## src/sv/assert_macros.svh

```systemverilog
// Assertion macros shared by the response field parser RTL.
// No dependencies; included by the modules that carry assertions.
`ifndef ASSERT_MACROS_SVH
`define ASSERT_MACROS_SVH

// Same-cycle implication, checked only outside reset.
`define CRP_ASSERT_IMPL(label, clk, rst_n, ante, cons) \
    label: assert property (@(posedge clk) disable iff (!rst_n) (ante) |-> (cons)) \
        else $error("same-cycle implication failed");

// Next-cycle implication, checked only outside reset.
`define CRP_ASSERT_NEXT(label, clk, rst_n, ante, cons) \
    label: assert property (@(posedge clk) disable iff (!rst_n) (ante) |=> (cons)) \
        else $error("next-cycle implication failed");

`endif

```

## src/sv/crp_pkg.sv

```systemverilog
// Types and constants for the registration reply field parser.
// No dependencies; used by the interfaces and every module.
package crp_pkg;

    // Line length limit and the derived offset counter width.
    localparam int MAX_LINE = 256;
    localparam int OFF_W    = $clog2(MAX_LINE + 1);
    localparam int POS_W    = 8;
    localparam int BYTE_W   = 8;
    localparam int NUM_W    = 8;
    localparam int STATUS_W = 9;

    // Characters that steer the scanner.
    localparam logic [BYTE_W-1:0] CH_COLON = 8'h3A;
    localparam logic [BYTE_W-1:0] CH_COMMA = 8'h2C;
    localparam logic [BYTE_W-1:0] CH_SPACE = 8'h20;
    localparam logic [BYTE_W-1:0] CH_PLUS  = 8'h2B;
    localparam logic [BYTE_W-1:0] CH_MINUS = 8'h2D;
    localparam logic [BYTE_W-1:0] CH_ZERO  = 8'h30;
    localparam logic [BYTE_W-1:0] CH_NINE  = 8'h39;
    localparam logic [BYTE_W-1:0] CH_TAB   = 8'h09;
    localparam logic [BYTE_W-1:0] CH_CR    = 8'h0D;

    // Status value reported on a failed parse (minus one).
    localparam logic [STATUS_W-1:0] STATUS_ERR = '1;
    localparam logic [NUM_W-1:0]    NUM_SAT    = '1;
    localparam int                  RADIX      = 10;

    // Scanner phases over the reply line.
    typedef enum logic [3:0] {
        PH_SEEK_COLON,
        PH_SKIP_F1,
        PH_IN_F1,
        PH_START_F2,
        PH_IN_F2,
        PH_SKIP_F3,
        PH_IN_F3,
        PH_SKIP_F4,
        PH_DONE
    } t_scan_phase;

    // Decimal number parser stages.
    typedef enum logic [2:0] {
        NUM_SKIP,
        NUM_SIGN,
        NUM_DIGITS,
        NUM_END_OK,
        NUM_END_BAD
    } t_num_stage;

    // Scanner state after the current byte, as seen by the result logic.
    typedef struct packed {
        logic             in_range;
        logic             active;
        logic             feed_f1;
        logic             feed_f2;
        logic [2:0]       seen;
        logic [POS_W-1:0] start_f2;
        logic [POS_W-1:0] start_f3;
        logic [POS_W-1:0] start_f4;
    } t_scan_info;

    // Number parser state after the current byte.
    typedef struct packed {
        logic             has_digits;
        logic             negative;
        logic [NUM_W-1:0] value;
    } t_num_info;

endpackage

```

## src/sv/crp_if.sv

```systemverilog
// Valid/ready channel interfaces for reply bytes and parse results.
// Depends on crp_pkg for field widths.
interface crp_byte_if;
    import crp_pkg::*;

    logic              valid;
    logic              ready;
    logic [BYTE_W-1:0] line_byte;
    logic              end_of_line;

    modport source (output valid, output line_byte, output end_of_line, input ready);
    modport sink   (input valid, input line_byte, input end_of_line, output ready);
endinterface

interface crp_result_if;
    import crp_pkg::*;

    logic                       valid;
    logic                       ready;
    logic                       parse_ok;
    logic                       registered;
    logic signed [STATUS_W-1:0] reg_status;
    logic                       area_valid;
    logic [POS_W-1:0]           area_pos;
    logic                       cell_valid;
    logic [POS_W-1:0]           cell_pos;

    modport source (
        output valid, output parse_ok, output registered, output reg_status,
        output area_valid, output area_pos, output cell_valid, output cell_pos,
        input ready
    );
    modport sink (
        input valid, input parse_ok, input registered, input reg_status,
        input area_valid, input area_pos, input cell_valid, input cell_pos,
        output ready
    );
endinterface

```

## src/sv/crp_number.sv

```systemverilog
// Streaming decimal number parser: white space, optional sign, digits.
// Depends on crp_pkg for stage encoding and the result struct.
module crp_number (
    input  logic                       i_clk,
    input  logic                       i_rst_n,
    input  logic                       i_feed,
    input  logic                       i_clear,
    input  logic [crp_pkg::BYTE_W-1:0] i_byte,
    output crp_pkg::t_num_info         o_info
);
    import crp_pkg::*;

    t_num_stage        r_stage, n_stage;
    logic [NUM_W-1:0]  r_value, n_value;
    logic              r_negative, n_negative;

    logic              is_white;
    logic              is_digit;
    logic [3:0]        digit;
    logic [NUM_W+3:0]  acc;

    // Character classes and the times-ten accumulate.
    always_comb begin
        is_white = (i_byte == CH_SPACE) || ((i_byte >= CH_TAB) && (i_byte <= CH_CR));
        is_digit = (i_byte >= CH_ZERO) && (i_byte <= CH_NINE);
        digit    = i_byte[3:0];
        acc      = (NUM_W+4)'({r_value, 3'b000}) + (NUM_W+4)'({r_value, 1'b0})
                 + (NUM_W+4)'(digit);
    end

    // Stage transitions for one byte.
    always_comb begin
        n_stage    = r_stage;
        n_value    = r_value;
        n_negative = r_negative;
        if (i_feed) begin
            unique case (r_stage)
                NUM_SKIP: begin
                    if (is_white) begin
                        n_stage = NUM_SKIP;
                    end else if ((i_byte == CH_PLUS) || (i_byte == CH_MINUS)) begin
                        n_negative = (i_byte == CH_MINUS);
                        n_stage    = NUM_SIGN;
                    end else if (is_digit) begin
                        n_value = NUM_W'(digit);
                        n_stage = NUM_DIGITS;
                    end else begin
                        n_stage = NUM_END_BAD;
                    end
                end
                NUM_SIGN: begin
                    if (is_digit) begin
                        n_value = NUM_W'(digit);
                        n_stage = NUM_DIGITS;
                    end else begin
                        n_stage = NUM_END_BAD;
                    end
                end
                NUM_DIGITS: begin
                    if (is_digit) begin
                        n_value = (acc > (NUM_W+4)'(NUM_SAT)) ? NUM_SAT : acc[NUM_W-1:0];
                    end else begin
                        n_stage = NUM_END_OK;
                    end
                end
                default: begin
                    n_stage = r_stage;
                end
            endcase
        end
    end

    // The result logic sees the state after this byte.
    assign o_info.has_digits = (n_stage == NUM_DIGITS) || (n_stage == NUM_END_OK);
    assign o_info.negative   = n_negative;
    assign o_info.value      = n_value;

    // State registers, cleared at the end of each line.
    always_ff @(posedge i_clk) begin
        if (!i_rst_n || i_clear) begin
            r_stage    <= NUM_SKIP;
            r_value    <= '0;
            r_negative <= 1'b0;
        end else begin
            r_stage    <= n_stage;
            r_value    <= n_value;
            r_negative <= n_negative;
        end
    end

endmodule

```

## src/sv/crp_scanner.sv

```systemverilog
// Field scanner: finds the colon and the starts of the comma-separated fields.
// Depends on crp_pkg for phase encoding and the scanner info struct.
module crp_scanner (
    input  logic                       i_clk,
    input  logic                       i_rst_n,
    input  logic                       i_accept,
    input  logic                       i_clear,
    input  logic [crp_pkg::BYTE_W-1:0] i_byte,
    output crp_pkg::t_scan_info        o_info
);
    import crp_pkg::*;

    t_scan_phase       r_phase, n_phase;
    logic [OFF_W-1:0]  r_offset, n_offset;
    logic [2:0]        r_seen, n_seen;
    logic [POS_W-1:0]  r_start_f2, n_start_f2;
    logic [POS_W-1:0]  r_start_f3, n_start_f3;
    logic [POS_W-1:0]  r_start_f4, n_start_f4;

    logic              in_range;
    logic              update;
    logic [POS_W-1:0]  pos;
    logic              is_comma;
    logic              is_space;

    // Bytes past the line limit do not touch the scan state.
    always_comb begin
        in_range = (r_offset < OFF_W'(MAX_LINE));
        update   = i_accept && in_range;
        pos      = POS_W'(r_offset);
        is_comma = (i_byte == CH_COMMA);
        is_space = (i_byte == CH_SPACE);
        n_offset = update ? (r_offset + OFF_W'(1)) : r_offset;
    end

    // Phase transitions and field start capture.
    always_comb begin
        n_phase    = r_phase;
        n_seen     = r_seen;
        n_start_f2 = r_start_f2;
        n_start_f3 = r_start_f3;
        n_start_f4 = r_start_f4;
        if (update) begin
            unique case (r_phase)
                PH_SEEK_COLON: begin
                    if (i_byte == CH_COLON) begin
                        n_phase = PH_SKIP_F1;
                    end
                end
                PH_SKIP_F1: begin
                    if (!is_space) begin
                        n_phase = is_comma ? PH_START_F2 : PH_IN_F1;
                    end
                end
                PH_IN_F1: begin
                    if (is_comma) begin
                        n_phase = PH_START_F2;
                    end
                end
                PH_START_F2: begin
                    // The second field starts right after its comma, spaces included.
                    n_seen[0]  = 1'b1;
                    n_start_f2 = pos;
                    n_phase    = is_comma ? PH_SKIP_F3 : PH_IN_F2;
                end
                PH_IN_F2: begin
                    if (is_comma) begin
                        n_phase = PH_SKIP_F3;
                    end
                end
                PH_SKIP_F3: begin
                    if (!is_space) begin
                        n_seen[1]  = 1'b1;
                        n_start_f3 = pos;
                        n_phase    = is_comma ? PH_SKIP_F4 : PH_IN_F3;
                    end
                end
                PH_IN_F3: begin
                    if (is_comma) begin
                        n_phase = PH_SKIP_F4;
                    end
                end
                PH_SKIP_F4: begin
                    if (!is_space) begin
                        n_seen[2]  = 1'b1;
                        n_start_f4 = pos;
                        n_phase    = PH_DONE;
                    end
                end
                PH_DONE: begin
                    n_phase = PH_DONE;
                end
                default: begin
                    n_phase = PH_SEEK_COLON;
                end
            endcase
        end
    end

    // Report the state after this byte; the number parsers feed from it.
    always_comb begin
        o_info.in_range = in_range;
        o_info.active   = (n_phase != PH_SEEK_COLON) && (n_phase != PH_SKIP_F1);
        o_info.feed_f1  = update && o_info.active;
        o_info.feed_f2  = update && n_seen[0];
        o_info.seen     = n_seen;
        o_info.start_f2 = n_start_f2;
        o_info.start_f3 = n_start_f3;
        o_info.start_f4 = n_start_f4;
    end

    // State registers, cleared at the end of each line.
    always_ff @(posedge i_clk) begin
        if (!i_rst_n || i_clear) begin
            r_phase    <= PH_SEEK_COLON;
            r_offset   <= '0;
            r_seen     <= '0;
            r_start_f2 <= '0;
            r_start_f3 <= '0;
            r_start_f4 <= '0;
        end else begin
            r_phase    <= n_phase;
            r_offset   <= n_offset;
            r_seen     <= n_seen;
            r_start_f2 <= n_start_f2;
            r_start_f3 <= n_start_f3;
            r_start_f4 <= n_start_f4;
        end
    end

endmodule

```

## src/sv/creg_response_field_parser_top.sv

```systemverilog
// Top level of the registration reply field parser: scanner, two number parsers
// and the result register. Depends on crp_pkg, crp_if.sv, crp_scanner, crp_number.
//
//  Channel    Direction  Transfer carries
//  i_byte     in         line_byte, end_of_line
//  o_result   out        parse_ok, registered, reg_status, area/cell valid and position
//
// One byte is taken per cycle unless a finished result waits unread; the byte flagged
// end_of_line yields its result in the cycle after its transfer, from the output register.
// The scan and number state updates in the same cycle the byte is taken.
// i_byte.ready drops only while a finished result waits and o_result.ready is low.
// i_rst_n is synchronous and clears the scan state and the output valid.
`include "assert_macros.svh"

module creg_response_field_parser_top (
    input  logic   i_clk,
    input  logic   i_rst_n,
    crp_byte_if.sink     i_byte,
    crp_result_if.source o_result
);
    import crp_pkg::*;

    t_scan_info               scan;
    t_num_info                num_f1;
    t_num_info                num_f2;
    t_num_info                num_sel;

    logic                     accept;
    logic                     line_end;
    logic                     load;
    logic                     use_f2;
    logic                     good;

    logic                     r_out_valid;
    logic                     r_parse_ok, n_parse_ok;
    logic                     r_registered, n_registered;
    logic [STATUS_W-1:0]      r_reg_status, n_reg_status;
    logic                     r_area_valid, n_area_valid;
    logic [POS_W-1:0]         r_area_pos, n_area_pos;
    logic                     r_cell_valid, n_cell_valid;
    logic [POS_W-1:0]         r_cell_pos, n_cell_pos;

    // Handshake: the output register frees up as its result is taken.
    assign load         = !r_out_valid || o_result.ready;
    assign i_byte.ready = load;
    assign accept       = i_byte.valid && load;
    assign line_end     = accept && i_byte.end_of_line;

    crp_scanner u_scanner (
        .i_clk    (i_clk),
        .i_rst_n  (i_rst_n),
        .i_accept (accept),
        .i_clear  (line_end),
        .i_byte   (i_byte.line_byte),
        .o_info   (scan)
    );

    crp_number u_num_f1 (
        .i_clk   (i_clk),
        .i_rst_n (i_rst_n),
        .i_feed  (scan.feed_f1),
        .i_clear (line_end),
        .i_byte  (i_byte.line_byte),
        .o_info  (num_f1)
    );

    crp_number u_num_f2 (
        .i_clk   (i_clk),
        .i_rst_n (i_rst_n),
        .i_feed  (scan.feed_f2),
        .i_clear (line_end),
        .i_byte  (i_byte.line_byte),
        .o_info  (num_f2)
    );

    // Pick the status field by the field pattern and format the result.
    always_comb begin
        use_f2  = (scan.seen == 3'b001) || (scan.seen == 3'b111);
        num_sel = use_f2 ? num_f2 : num_f1;
        good    = scan.active && num_sel.has_digits;

        n_parse_ok   = 1'b0;
        n_registered = 1'b0;
        n_reg_status = STATUS_ERR;
        n_area_valid = 1'b0;
        n_area_pos   = '0;
        n_cell_valid = 1'b0;
        n_cell_pos   = '0;
        if (good) begin
            n_parse_ok   = 1'b1;
            n_reg_status = num_sel.negative ? (STATUS_W'(0) - STATUS_W'(num_sel.value))
                                            : STATUS_W'(num_sel.value);
            n_registered = !num_sel.negative
                        && ((num_sel.value == NUM_W'(1)) || (num_sel.value == NUM_W'(5)));
            if (scan.seen == 3'b011) begin
                n_area_valid = 1'b1;
                n_area_pos   = scan.start_f2;
                n_cell_valid = 1'b1;
                n_cell_pos   = scan.start_f3;
            end else if (scan.seen[1] && scan.seen[2]) begin
                n_area_valid = 1'b1;
                n_area_pos   = scan.start_f3;
                n_cell_valid = 1'b1;
                n_cell_pos   = scan.start_f4;
            end
        end
    end

    // Output valid flag.
    always_ff @(posedge i_clk) begin
        if (!i_rst_n) begin
            r_out_valid <= 1'b0;
        end else if (load) begin
            r_out_valid <= line_end;
        end
    end

    // Output payload, loaded with each final byte of a line.
    always_ff @(posedge i_clk) begin
        if (line_end) begin
            r_parse_ok   <= n_parse_ok;
            r_registered <= n_registered;
            r_reg_status <= n_reg_status;
            r_area_valid <= n_area_valid;
            r_area_pos   <= n_area_pos;
            r_cell_valid <= n_cell_valid;
            r_cell_pos   <= n_cell_pos;
        end
    end

    assign o_result.valid      = r_out_valid;
    assign o_result.parse_ok   = r_parse_ok;
    assign o_result.registered = r_registered;
    assign o_result.reg_status = $signed(r_reg_status);
    assign o_result.area_valid = r_area_valid;
    assign o_result.area_pos   = r_area_pos;
    assign o_result.cell_valid = r_cell_valid;
    assign o_result.cell_pos   = r_cell_pos;

    // A line end always leaves a result waiting in the next cycle.
    `CRP_ASSERT_NEXT(a_line_end_result, i_clk, i_rst_n, line_end, r_out_valid)
    // A failed parse carries the fixed error form.
    `CRP_ASSERT_IMPL(a_error_form, i_clk, i_rst_n, r_out_valid && !r_parse_ok, (r_reg_status == STATUS_ERR) && !r_registered && !r_area_valid && !r_cell_valid)
    // Area and cell positions are always found as a pair.
    `CRP_ASSERT_IMPL(a_area_cell_pair, i_clk, i_rst_n, r_out_valid, r_area_valid == r_cell_valid)
    // Registration implies status one or five.
    `CRP_ASSERT_IMPL(a_registered_status, i_clk, i_rst_n, r_out_valid && r_registered, r_parse_ok && ((r_reg_status == STATUS_W'(1)) || (r_reg_status == STATUS_W'(5))))

endmodule

```

## src/flat_wrapper.sv

```systemverilog
// flat-port wrapper written by rule: the top's interface ports become plain ports
module creg_response_field_parser_top_flat import crp_pkg::*;
  (i_clk, i_rst_n, i_byte_valid, i_byte_line_byte, i_byte_end_of_line, i_byte_ready, o_result_valid, o_result_parse_ok, o_result_registered, o_result_reg_status, o_result_area_valid, o_result_area_pos, o_result_cell_valid, o_result_cell_pos, o_result_ready);
  crp_byte_if i_byte_i ();
  crp_result_if o_result_i ();
  input  logic i_clk;
  input  logic i_rst_n;
  input wire logic [$bits(i_byte_i.valid)-1:0] i_byte_valid;
  input wire logic [$bits(i_byte_i.line_byte)-1:0] i_byte_line_byte;
  input wire logic [$bits(i_byte_i.end_of_line)-1:0] i_byte_end_of_line;
  output wire logic [$bits(i_byte_i.ready)-1:0] i_byte_ready;
  output wire logic [$bits(o_result_i.valid)-1:0] o_result_valid;
  output wire logic [$bits(o_result_i.parse_ok)-1:0] o_result_parse_ok;
  output wire logic [$bits(o_result_i.registered)-1:0] o_result_registered;
  output wire logic [$bits(o_result_i.reg_status)-1:0] o_result_reg_status;
  output wire logic [$bits(o_result_i.area_valid)-1:0] o_result_area_valid;
  output wire logic [$bits(o_result_i.area_pos)-1:0] o_result_area_pos;
  output wire logic [$bits(o_result_i.cell_valid)-1:0] o_result_cell_valid;
  output wire logic [$bits(o_result_i.cell_pos)-1:0] o_result_cell_pos;
  input wire logic [$bits(o_result_i.ready)-1:0] o_result_ready;
  assign i_byte_i.valid = i_byte_valid;
  assign i_byte_i.line_byte = i_byte_line_byte;
  assign i_byte_i.end_of_line = i_byte_end_of_line;
  assign i_byte_ready = i_byte_i.ready;
  assign o_result_valid = o_result_i.valid;
  assign o_result_parse_ok = o_result_i.parse_ok;
  assign o_result_registered = o_result_i.registered;
  assign o_result_reg_status = o_result_i.reg_status;
  assign o_result_area_valid = o_result_i.area_valid;
  assign o_result_area_pos = o_result_i.area_pos;
  assign o_result_cell_valid = o_result_i.cell_valid;
  assign o_result_cell_pos = o_result_i.cell_pos;
  assign o_result_i.ready = o_result_ready;
  creg_response_field_parser_top u_core (.i_clk(i_clk), .i_rst_n(i_rst_n), .i_byte(i_byte_i), .o_result(o_result_i));
endmodule
```

## config.mk

```make
export PLATFORM = sky130hd
export DESIGN_NAME = creg_response_field_parser_top_flat
export DESIGN_NICKNAME = d
export VERILOG_FILES = /design/src/sv/crp_pkg.sv /design/src/sv/crp_if.sv /design/src/sv/crp_number.sv /design/src/sv/crp_scanner.sv /design/src/sv/creg_response_field_parser_top.sv /design/src/flat_wrapper.sv
export VERILOG_INCLUDE_DIRS = /design/src /design/src/sv
export SDC_FILE = /design/constraint.sdc
export NUM_CORES = 1
export LEC_CHECK = 0
export BUFFER_PORTS_ARGS = -buffer_cell sky130_fd_sc_hd__clkbuf_2
export CAP_MARGIN = 20
export CORE_UTILIZATION = 37
export CTS_CLUSTER_DIAMETER = 60
export DETAILED_ROUTE_END_ITERATION = 10
export SLEW_MARGIN = 20
export SYNTH_ARGS = -nofsm -noshare
export SYNTH_HDL_FRONTEND = slang
export SYNTH_SLANG_ARGS = --single-unit
```

## constraint.sdc

```tcl
create_clock -name i_clk -period 5.4 [get_ports i_clk]
set_input_delay 0.81 -clock i_clk [delete_from_list [all_inputs] [get_ports i_clk]]
set_output_delay 0.81 -clock i_clk [all_outputs]
set_load 0.01 [all_outputs]
```

Word level (Yosys, flattened, before mapping)

Index checks and enable logic that the tools add are counted.
W data, S select, Z words.

$add $sub $neg: 6
Magnitude comparators: 7
Equality and inequality tests: 27
Mux-type cells: 66
Reductions and logical operators: 26

Operators by type and width:

| cell                  | number |
|---|---|
| $mux W8               | 24 |
| $pmux W8 S3           | 2 |
| $eq A8 B6 Y1 const B  | 5 |
| $pmux W4 S9           | 1 |
| $mux W4               | 8 |
| $add A11 B9 Y12       | 2 |
| $add A12 B4 Y12       | 2 |
| $gt A12 B8 Y1 const B | 2 |
| $mux W3               | 8 |
| $eq A3 B2 Y1 const B  | 7 |
| $mux W1               | 19 |
| $pmux W3 S3           | 2 |
| $eq A4 B3 Y1 const B  | 4 |
| $logic_and A1 B1 Y1   | 11 |
| $mux W10              | 1 |
| $add A9 B1 Y9 const B | 1 |
| $eq A3 B1 Y1 const B  | 3 |
| $lt A9 B9 Y1 const B  | 1 |
| $mux W9               | 1 |
| $sub A1 B8 Y9 const A | 1 |
| $eq A4 B2 Y1 const B  | 2 |
| $eq A8 B1 Y1 const B  | 1 |
| $eq A8 B3 Y1 const B  | 1 |
| $ge A8 B4 Y1 const B  | 1 |
| other kinds (12)      | 22 |

Register bits: 93
Bits of input ports: 13

Depth between registers and ports, before layout

Gate-level depths: netlist of the first run.

Depth after elaboration: 15
Depth in mapped cells: 14

Hierarchy

Synthesis of the first run repeated with hierarchy kept, for this count alone.

Cell total of the unflattened synthesis: 686
Area total of the unflattened synthesis: 6353.6 um^2

Modules (own cells, without submodules):

| module                         | times used | cells an instance | area each (um^2) | sequential area each (um^2) |
|---|---|---|---|---|
| crp_scanner                    | 1          | 208               | 2004.4           | 800.8 |
| creg_response_field_parser_top | 1          | 163               | 1788.0           | 860.8 |
| crp_number at u_core.u_num_f1  | 1          | 155               | 1296.2           | 240.2 |
| crp_number at u_core.u_num_f2  | 1          | 160               | 1265.0           | 240.2 |

Least setup slack after synthesis of the first run

OpenSTA, ideal clock, no wires.

Kind: input to register
Start: input i_byte_line_byte[3]
End: register u_core.r_reg_status[4], in the netlist u_core.o_result.reg_status[4], data pin
Data arrival time: 3.806 ns
Slack: 1.339 ns
Stages on the path: 13
Path buffers: 0
Cell sequence: fa_1 -> fa_1 -> a21o_1 -> a221oi_1 -> mux2i_1 -> and3_1 -> a21boi_0 -> o31a_1 -> mux2i_4 -> ha_1 -> a21oi_1 -> xor2_1 -> nand2_1

Word-level cells in the longest chain between the ends: 13
Elaborated cells between the ends (all ways): 82
Classes of those cells: 3 x add/sub; 6 x order compare; 12 x eq/ne; 50 x mux; 11 x reduce/logical

Ends and longest elaborated chain:

| item                                                     | RTL line                              | text |
|---|---|---|
| start, declared                                          | flat_wrapper.sv:9                     | `input wire logic [$bits(i_byte_i.line_byte)-1:0] i_byte_line_byte;` |
| branches (longest 13 deep; another with $add A12 B4 Y12) | --                                    |  |
| end signal, assigned                                     | creg_response_field_parser_top.sv:123 | `r_reg_status <= n_reg_status;` |
| end, declared                                            | creg_response_field_parser_top.sv:37  | `logic [STATUS_W-1:0] r_reg_status, n_reg_status;` |

Parallel ways; which one is timed is not known.
A chain may end at the register's enable or synchronous reset.

Worst setup path in the final report of the first run

Same ends and word-level chain as after synthesis.

==> results of run 1 <==
## sequential cells by signal, indices dropped and copies added, names as in the netlist
signal                       count
u_core.u_num_f2.r_stage          3
u_core.u_num_f1.r_stage          3
u_core.o_result.area_pos         8
u_core.u_num_f1.r_value          8
u_core.o_result.valid            1
u_core.o_result.parse_ok         1
u_core.o_result.cell_pos         8
u_core.u_scanner.r_offset        9
u_core.u_num_f1.r_negative       1
u_core.o_result.reg_status       9
u_core.o_result.area_valid       1
u_core.u_scanner.r_start_f2      8
u_core.u_scanner.r_start_f3      8
u_core.u_scanner.r_start_f4      8
u_core.u_scanner.r_seen          3
u_core.u_scanner.r_phase         4
u_core.o_result.registered       1
u_core.u_num_f2.r_value          8
u_core.u_num_f2.r_negative       1
## cells in the final DEF (no fill, tap or decap), drive strengths merged, types with 6 or more instances in the layout
cell | Yosys | layout
a21o | 9 | 9
a21oi | 35 | 35
a31oi | 7 | 7
and2 | 12 | 12
and3 | 6 | 6
clkbuf | 26 | 55
dfxtp | 65 | 65
edfxtp | 28 | 28
ha | 33 | 33
inv | 8 | 8
mux2i | 28 | 28
nand2 | 47 | 47
nand2b | 8 | 8
nand3 | 15 | 15
nor2 | 100 | 100
nor2b | 7 | 7
nor3 | 17 | 17
nor4 | 6 | 6
o21ai | 28 | 28
o21bai | 6 | 6
o22a | 15 | 15
xnor2 | 7 | 7
xor2 | 11 | 11
## cells in the mapped netlist, types with 7 or more instances
cell type,n,share of area
nor2_1,99,0.065
dfxtp_1,65,0.23
nand2_1,47,0.031
a21oi_1,34,0.030
ha_1,33,0.073
edfxtp_1,28,0.15
o21ai_0,28,0.025
mux2i_1,27,0.048
clkbuf_1,26,0.017
nor3_1,15,0.013
o22a_1,15,0.023
nand3_1,14,0.012
and2_1,12,0.013
xor2_1,11,0.017
a21o_1,8,0.011
nand2b_1,8,0.0088
a31oi_1,7,0.0077
inv_1,7,0.0046
nor2b_1,7,0.0077
xnor2_1,7,0.011
## layout make-up
class,count,area [um2],area share
tap,184,230.2,0.03650
multi-input combinational,492,3371,0.5344
sequential,93,2142,0.3396
clock buffer,12,246.5,0.03908
inverter,8,30.03,0.004761
timing repair buffer,46,237.7,0.03769
clock inverter,4,50.05,0.007935
## layer usage
| metal | part of all wire | vias up | GRT usage |
|---|---|---|---|
| li1 | - | 2346 | - |
| met1 | 0.47 | 2279 | 0.2298 |
| met2 | 0.48 | 90 | 0.2964 |
| met3 | 0.027 | 23 | 0.02719 |
| met4 | 0.017 | 0 | 0.05174 |
| met5 | 0 | - | 0 |
## metrics by stage
stage	total power [mW]	cells	hold slack, ps	utilization
5_1_grt	1.466	839	518.4	0.4275
4_1_cts	1.433	839	486.7	0.4272
3_3_place_gp	0.8083	823	457.8	0.4071
3_5_place_dp	0.8099	823	471.9	0.4071
6_report	1.421	839	480.7	0.4275
2_1_floorplan	0.7829	627	437.4	-
## worst paths after layout
| check | start | end | slack, ps |
|---|---|---|---|
| setup reg to reg | u_core.u_num_f2.r_value[2] | u_core.o_result.reg_status[4] | 1340 |
| hold / removal | u_core.u_scanner.r_start_f2[7] | u_core.u_scanner.r_start_f2[7] | 480 |
| setup / recovery | i_byte_line_byte[3] | u_core.o_result.reg_status[4] | 1030 |
| hold reg to reg | u_core.u_scanner.r_start_f2[7] | u_core.u_scanner.r_start_f2[7] | 480 |
## worst reg2reg max path, cell delays in order (launching register included)
cell       delay (ps)
dfxtp_1           430
fa_1              500
fa_1              510
a211oi_1          310
or2_2             190
a2111oi_0          90
o2bb2ai_1         460
nor2_1            130
a21o_1            210
mux2_4            300
ha_1              250
a21oi_1           190
xor2_1            160
nand2_1            70
## cell families after synthesis
family	share of synthesized area
AND/OR/NAND/NOR	0.2146
XOR/XNOR	0.02773
AO/OA/AOI/OAI	0.2014
buffers and inverters	0.03192
flip-flops	0.3768
multiplexers	0.06075
adder cells (fa/ha/maj)	0.08673
## power by group
group          switching [mW]  internal (mW)
Combinational          0.0453         0.0198
Clock                   0.256          0.371
Sequential            0.00428          0.725
==> summary.txt, run 1 <==
Synthesis
  – Synthesized Nets: 677
  – Distinct cells, synth: 79
  – Asr flop ratio synth: 0
  – Mean Syn Cell Area: 9.066 um2
  – Synth Register Bits: 93
  – Synth Flop Type: dfxtp_1
  – Mapped cell area: 5684 um2
  – Synth Instances: 627
  – Warning count from the yosys run: 0
  – Register area share after synthesis: 0.3768
  – EDFF count, synth: 28

Clocking
  – H-Tree Depth: 3
  – CTS tree: built
  – CTS buffer count: 9
  – CTS max path bufs: 2
  – Clock latency on the worst-skew pair: 340 ps
  – Post-cts resize count: 0
  – CTS Root Cell: clkbuf_16
  – CTS clk-pin slew, worst paths: 60 ps
  – Hold_buf cts: 0
  – Setup bufs post-CTS: 0
  – Sinks on Clock Net: 93

Power and ir drop
  – PD cells: 225.3 nW/um2
  – VDD IR max: 142.0 uV
  – Leak: 2.415 nW

Cells and area
  – Fin area: 6307 um2
  – Final nets: 700
  – Ant diodes: 0
  – Layout cells sized above 1: 0.1435
  – Fillers: 1467
  – Area delta synth->final: 10.96%

Global routing
  – GR Util All Layers: 0.1751
  – First-pass GRT wire length: 22410 um
  – Largest net degree at the start of global routing: 58
  – Vias in the first global route: 4445
  – Total gr overflow: 0
  – Initial antenna violation count: 0

Detailed routing
  – Vias: 4738
  – Drt wl/cell: 16.25 um
  – Drt via density: 5.647
  – First-pass DRT Iterations: 5
  – Drt initial violations: 317
  – Antenna Nets Post-Route: 0
  – Post-route DRC: 0
  – Final wirelength: 13640 um

Timing
  – Final setup fails: 0
  – Max Freq: 228.9 MHz
  – Slew @ Worst Pin: 841.9 ps
  – Setup ws final: 1030 ps
  – Fin crit share: 0.8092
  – RSZ-0062 raised after global routing: false
  – Relative slew slack: 0.4299
  – Min Tclk post-route: 4370 ps
  – Clock skew: 6.935 ps
  – Final Hold Viols: 0
  – Final Max Slew Viols: 0
  – Setup TNS: 0 ps

Placement
  – Pre-CTS setup slack: 675.6 ps
  – Port Buf Inserts: 43
  – Gpl congestion: 0.8973
  – Placed cell area: 6006 um2
  – Detailed placement HPWL: 10090 um

Setup path
  – Arrival @ worst endpoint: 4450 ps
  – CP max stage delay: 570 ps
  – Worst Setup Start Kind: primary input
  – Crit path capture type: flip-flop
  – Worst EP required: 5480 ps
  – CP Depth: 14
  – Worst R2R Path Depth: 13
  – Cell family contributing the most delay on the critical path: adder cells
  – WS Path Type: primary input to flip-flop
  – Crit path buf inv count: 1
  – Crit-path max FO: 11
  – Most frequent CP cell: fa_1
  – Highest-delay cell along the critical path: fa_1
  – Critical path cell sequence: clkbuf_2, fa_1, fa_1, a211oi_1, or2_2, a2111oi_0, o2bb2ai_1, nor2_1, a21o_1, mux2_4, ha_1, a21oi_1, xor2_1, nand2_1

Outcome
  – Status: finished, final reports clean

Die
  – Die height: 125.9 um
  – Initial core utilization: 0.3853
  – Core Region: 14750 um2
  – Die area: 15860 um2
  – Die Wd: 125.9 um
  – Std-Cell Rows: 44
  – Ports: 44

Worst hold path
  – Hold WC Path Type: flip-flop to flip-flop
  – Hold depth: 2

Job
  – Max Cap Viol: 0
Power figures use the tool's default switching activity.
==> inputs of run 2 (changes only) <==
--- a/config.mk
+++ b/config.mk
@@ -6,6 +6,7 @@
 export SDC_FILE = /design/constraint.sdc
 export NUM_CORES = 1
 export LEC_CHECK = 0
+export ABC_AREA = 1
 export BUFFER_PORTS_ARGS = -buffer_cell sky130_fd_sc_hd__clkbuf_2
 export CAP_MARGIN = 20
 export CORE_UTILIZATION = 37
==> constraint.sdc (replaced) <==
create_clock -name i_clk -period 4 [get_ports i_clk]
set_input_delay 0.6 -clock i_clk [delete_from_list [all_inputs] [get_ports i_clk]]
set_output_delay 0.6 -clock i_clk [all_outputs]
set_load 0.01 [all_outputs]
==> run 2 against run 1 <==
  * Sequential share of layout area fell by 2.0 points
  * Flip-flop and latch count unchanged
  * Highest routed layer unchanged
  * Cell area rose by 6.3%
  * Area after synthesis increased by 5.5%
  * Hold slack worse by 8.7 ps
  * Critical path type is now flip-flop to flip-flop
  * Total power grew 33%
  * Sequential power up 35%
  * Combinational power grew 45%
==> summary.txt, run 2 <==
Timing
  – Final Hold Viols: 0 (unchanged)
  – Max Freq: 291.9 MHz
  – Clock skew: 10.36 ps (+3.422 ps)
  – Final setup fails: 0 (unchanged)
  – Min Tclk post-route: 3426 ps
  – Final Max Slew Viols: 0 (unchanged)
  – Fin crit share: 0.8565
  – Setup TNS: 0 ps (unchanged)
  – Slew @ Worst Pin: 848.9 ps (+6.989 ps)
  – RSZ-0062 raised after global routing: false
  – Relative slew slack: 0.4297 (about the same)

Placement
  – Port Buf Inserts: 43 (unchanged)
  – Gpl congestion: 0.8527 (-5.0%)
  – Placed cell area: 6425 um2 (+7.0%)
  – Detailed placement HPWL: 10880 um (+7.8%)

Cells and area
  – Layout cells sized above 1: 0.1424 (-0.001139)
  – Ant diodes: 0 (unchanged)
  – Commonest non-fill, non-tap cell in the layout: nand2_1
  – Fillers: 1641 (+12%)
  – Commonest non-fill, non-tap cells in the layout: nand2_1, nor2_1, inv_1
  – Final nets: 930 (+33%)
  – Register area: 2142 um2 (unchanged)
  – Final Util: 0.4235 (-0.004015)
  – Multi-input logic area: 3349 um2 (-0.63%)
  – Area delta synth->final: 11.72%
  – Fin area: 6703 um2 (+6.3%)

Global routing
  – Total gr overflow: 0 (unchanged)
  – Largest net degree at the start of global routing: 32 (-45%)
  – Initial antenna violation count: 0 (unchanged)
  – First-pass GRT wire length: 23670 um (+5.6%)
  – Vias in the first global route: 4802 (+8.0%)
  – GR Util All Layers: 0.1814 (+0.006275)

Setup path
  – Most frequent CP cell: nand2_1
  – Crit path buf inv count: 0 (-1)
  – CP Depth: 19 (+5)
  – Arrival @ worst endpoint: 3510 ps (-940 ps)
  – Worst setup path endpoint: u_core.o_result.reg_status[4]
  – R2r setup slk: 570 ps (-770 ps)
  – Critical path origin: u_core.u_num_f1.r_value[2]
  – Worst Setup Start Kind: flip-flop
  – Crit path capture type: flip-flop
  – R2R Path End: u_core.o_result.reg_status[4]
  – Critical path cell sequence: fa_1, fa_1, nand2_1, nand2_1, nand3_1, nand2_1, nor2_1, nor2_1, nand2_1, nand2_1, a21oi_1, nand2_1, nand3_1, nand2_1, ha_1, nand2_1, nand2_1, nand3_1, nand3_1
  – Highest-delay cell along the critical path: fa_1
  – Cell family contributing the most delay on the critical path: adder cells
  – CP max stage delay: 520 ps (-50 ps)
  – Worst EP required: 4080 ps (-1400 ps)
  – Worst R2R Path Depth: 19 (+6)
  – WS Path Type: flip-flop to flip-flop
  – Reg2reg start: u_core.u_num_f1.r_value[2]
  – Crit-path max FO: 4 (-7)

Synthesis
  – Synth Instances: 840 (+34%)
  – Mapped cell area: 6000 um2 (+5.5%)
  – Synthesized Nets: 890 (+31%)
  – Most frequent cells after synthesis: nand2_1, nor2_1, inv_1, dfxtp_1, nand3_1
  – Cell taking the most area after synthesis: dfxtp_1
  – Main area contributors after synthesis: dfxtp_1, edfxtp_1, nand2_1
  – Warning count from the yosys run: 0 (unchanged)
  – Asr flop ratio synth: 0 (unchanged)
  – Distinct cells, synth: 53 (-33%)
  – Synth Register Bits: 93 (unchanged)
  – Most frequent cell after synthesis: nand2_1
  – Mean Syn Cell Area: 7.142 um2 (-21%)
  – Synth Flop Type: dfxtp_1
  – Yosys top cell area share: 0.2169 (-0.01203)
  – EDFF count, synth: 28 (unchanged)
  – Register area share after synthesis: 0.3570 (-0.01980)

Job
  – Max Cap Viol: 0 (unchanged)

Die
  – Ports: 44 (unchanged)
  – Core Region: 15830 um2 (+7.3%)
  – Die area: 16730 um2 (+5.5%)
  – Die height: 129.3 um (+2.7%)
  – Std-Cell Rows: 46 (+4.5%)
  – Initial core utilization: 0.3791 (-0.006210)
  – Die Wd: 129.3 um (+2.7%)

Clocking
  – CTS buffer count: 9 (unchanged)
  – H-Tree Depth: 3 (unchanged)
  – CTS clk-pin slew, worst paths: 70 ps (about the same)
  – CTS max path bufs: 2 (unchanged)
  – Clock latency on the worst-skew pair: 350 ps (about the same)
  – Sinks on Clock Net: 93 (unchanged)
  – Setup bufs post-CTS: 0 (unchanged)
  – Hold_buf cts: 0 (unchanged)
  – CTS Root Cell: clkbuf_16
  – Post-cts resize count: 0 (unchanged)
  – CTS tree: built

Power and ir drop
  – Total chip power: 1.894 mW (+33%)
  – PD cells: 282.5 nW/um2 (+25%)
  – Leak: 3.061 nW (+27%)
  – VDD IR max: 216.2 uV (+52%)

Outcome
  – Status: finished, final reports clean

Detailed routing
  – Drt via density: 4.896 (-13%)
  – Final wirelength: 14370 um (+5.4%)
  – Post-route DRC: 0 (unchanged)
  – Antenna Nets Post-Route: 0 (unchanged)
  – First-pass DRT Iterations: 5 (unchanged)
  – Drt wl/cell: 13.05 um (-20%)
  – Vias: 5390 (+14%)
  – Drt initial violations: 366 (+15%)

Worst hold path
  – Hold WC Path Type: primary input to flip-flop
  – Worst hold start: i_rst_n
  – Hold depth: 3 (+1)
## run 2: cell families after synthesis
family          Yosys count  share of synthesized area
compound gates          130                     0.1224
xor+xnor                  8                    0.01168
fa+ha+maj                37                    0.08217
buf+inv                 127                    0.08551
flops                    93                     0.3570
mux                       3                   0.005005
simple gates            442                     0.3362
## run 2: layer usage
metal | GRT usage | up-vias | share of wire
met2 | 0.2815 | 126 | 0.42
met5 | 0 | - | 0
li1 | - | 2817 | -
met4 | 0.06505 | 0 | 0.013
met3 | 0.02106 | 13 | 0.040
met1 | 0.2586 | 2434 | 0.53
## run 2: how the worst min path moves through the flow
| stage | endpoint |
|---|---|
| 2_1_floorplan | u_core.u_scanner.r_offset[8] |
| 3_3_place_gp | u_core.u_scanner.r_offset[8] |
| 3_5_place_dp | u_core.u_scanner.r_offset[8] |
| 4_1_cts | u_core.o_result.valid |
| 5_1_grt | u_core.o_result.valid |
| 6_report | u_core.o_result.valid |
## run 2: per-stage QoR
stage	setup slack (ps)	std cells	hold slack, ps
floorplan	778.7	840	444.4
global placement	220.0	1085	474.7
detailed placement	209.4	1085	481.4
CTS	557.9	1101	470.9
global route	166.5	1101	497.9
finish	574.0	1101	472.0
## run 2: power by group
part           leakage, nW  total, mW  internal, mW  switching (mW)
clock network        0.138      0.817         0.441           0.376
logic                 2.17     0.0945        0.0255          0.0690
registers            0.755      0.982         0.979         0.00380
## run 2: worst min-delay path, stage by stage
cell	delay (ps)
clkbuf_2	100
nand2_1	50
inv_1	40
## run 2: final cells by class
class / count / share of cell area
repair buffers: 48 / 0.03771
clock buffers: 11 / 0.03621
inverters: 108 / 0.06123
flip-flops and latches: 93 / 0.3196
well taps: 216 / 0.04032
clock inverters: 5 / 0.005227
multi-input cells: 620 / 0.4997
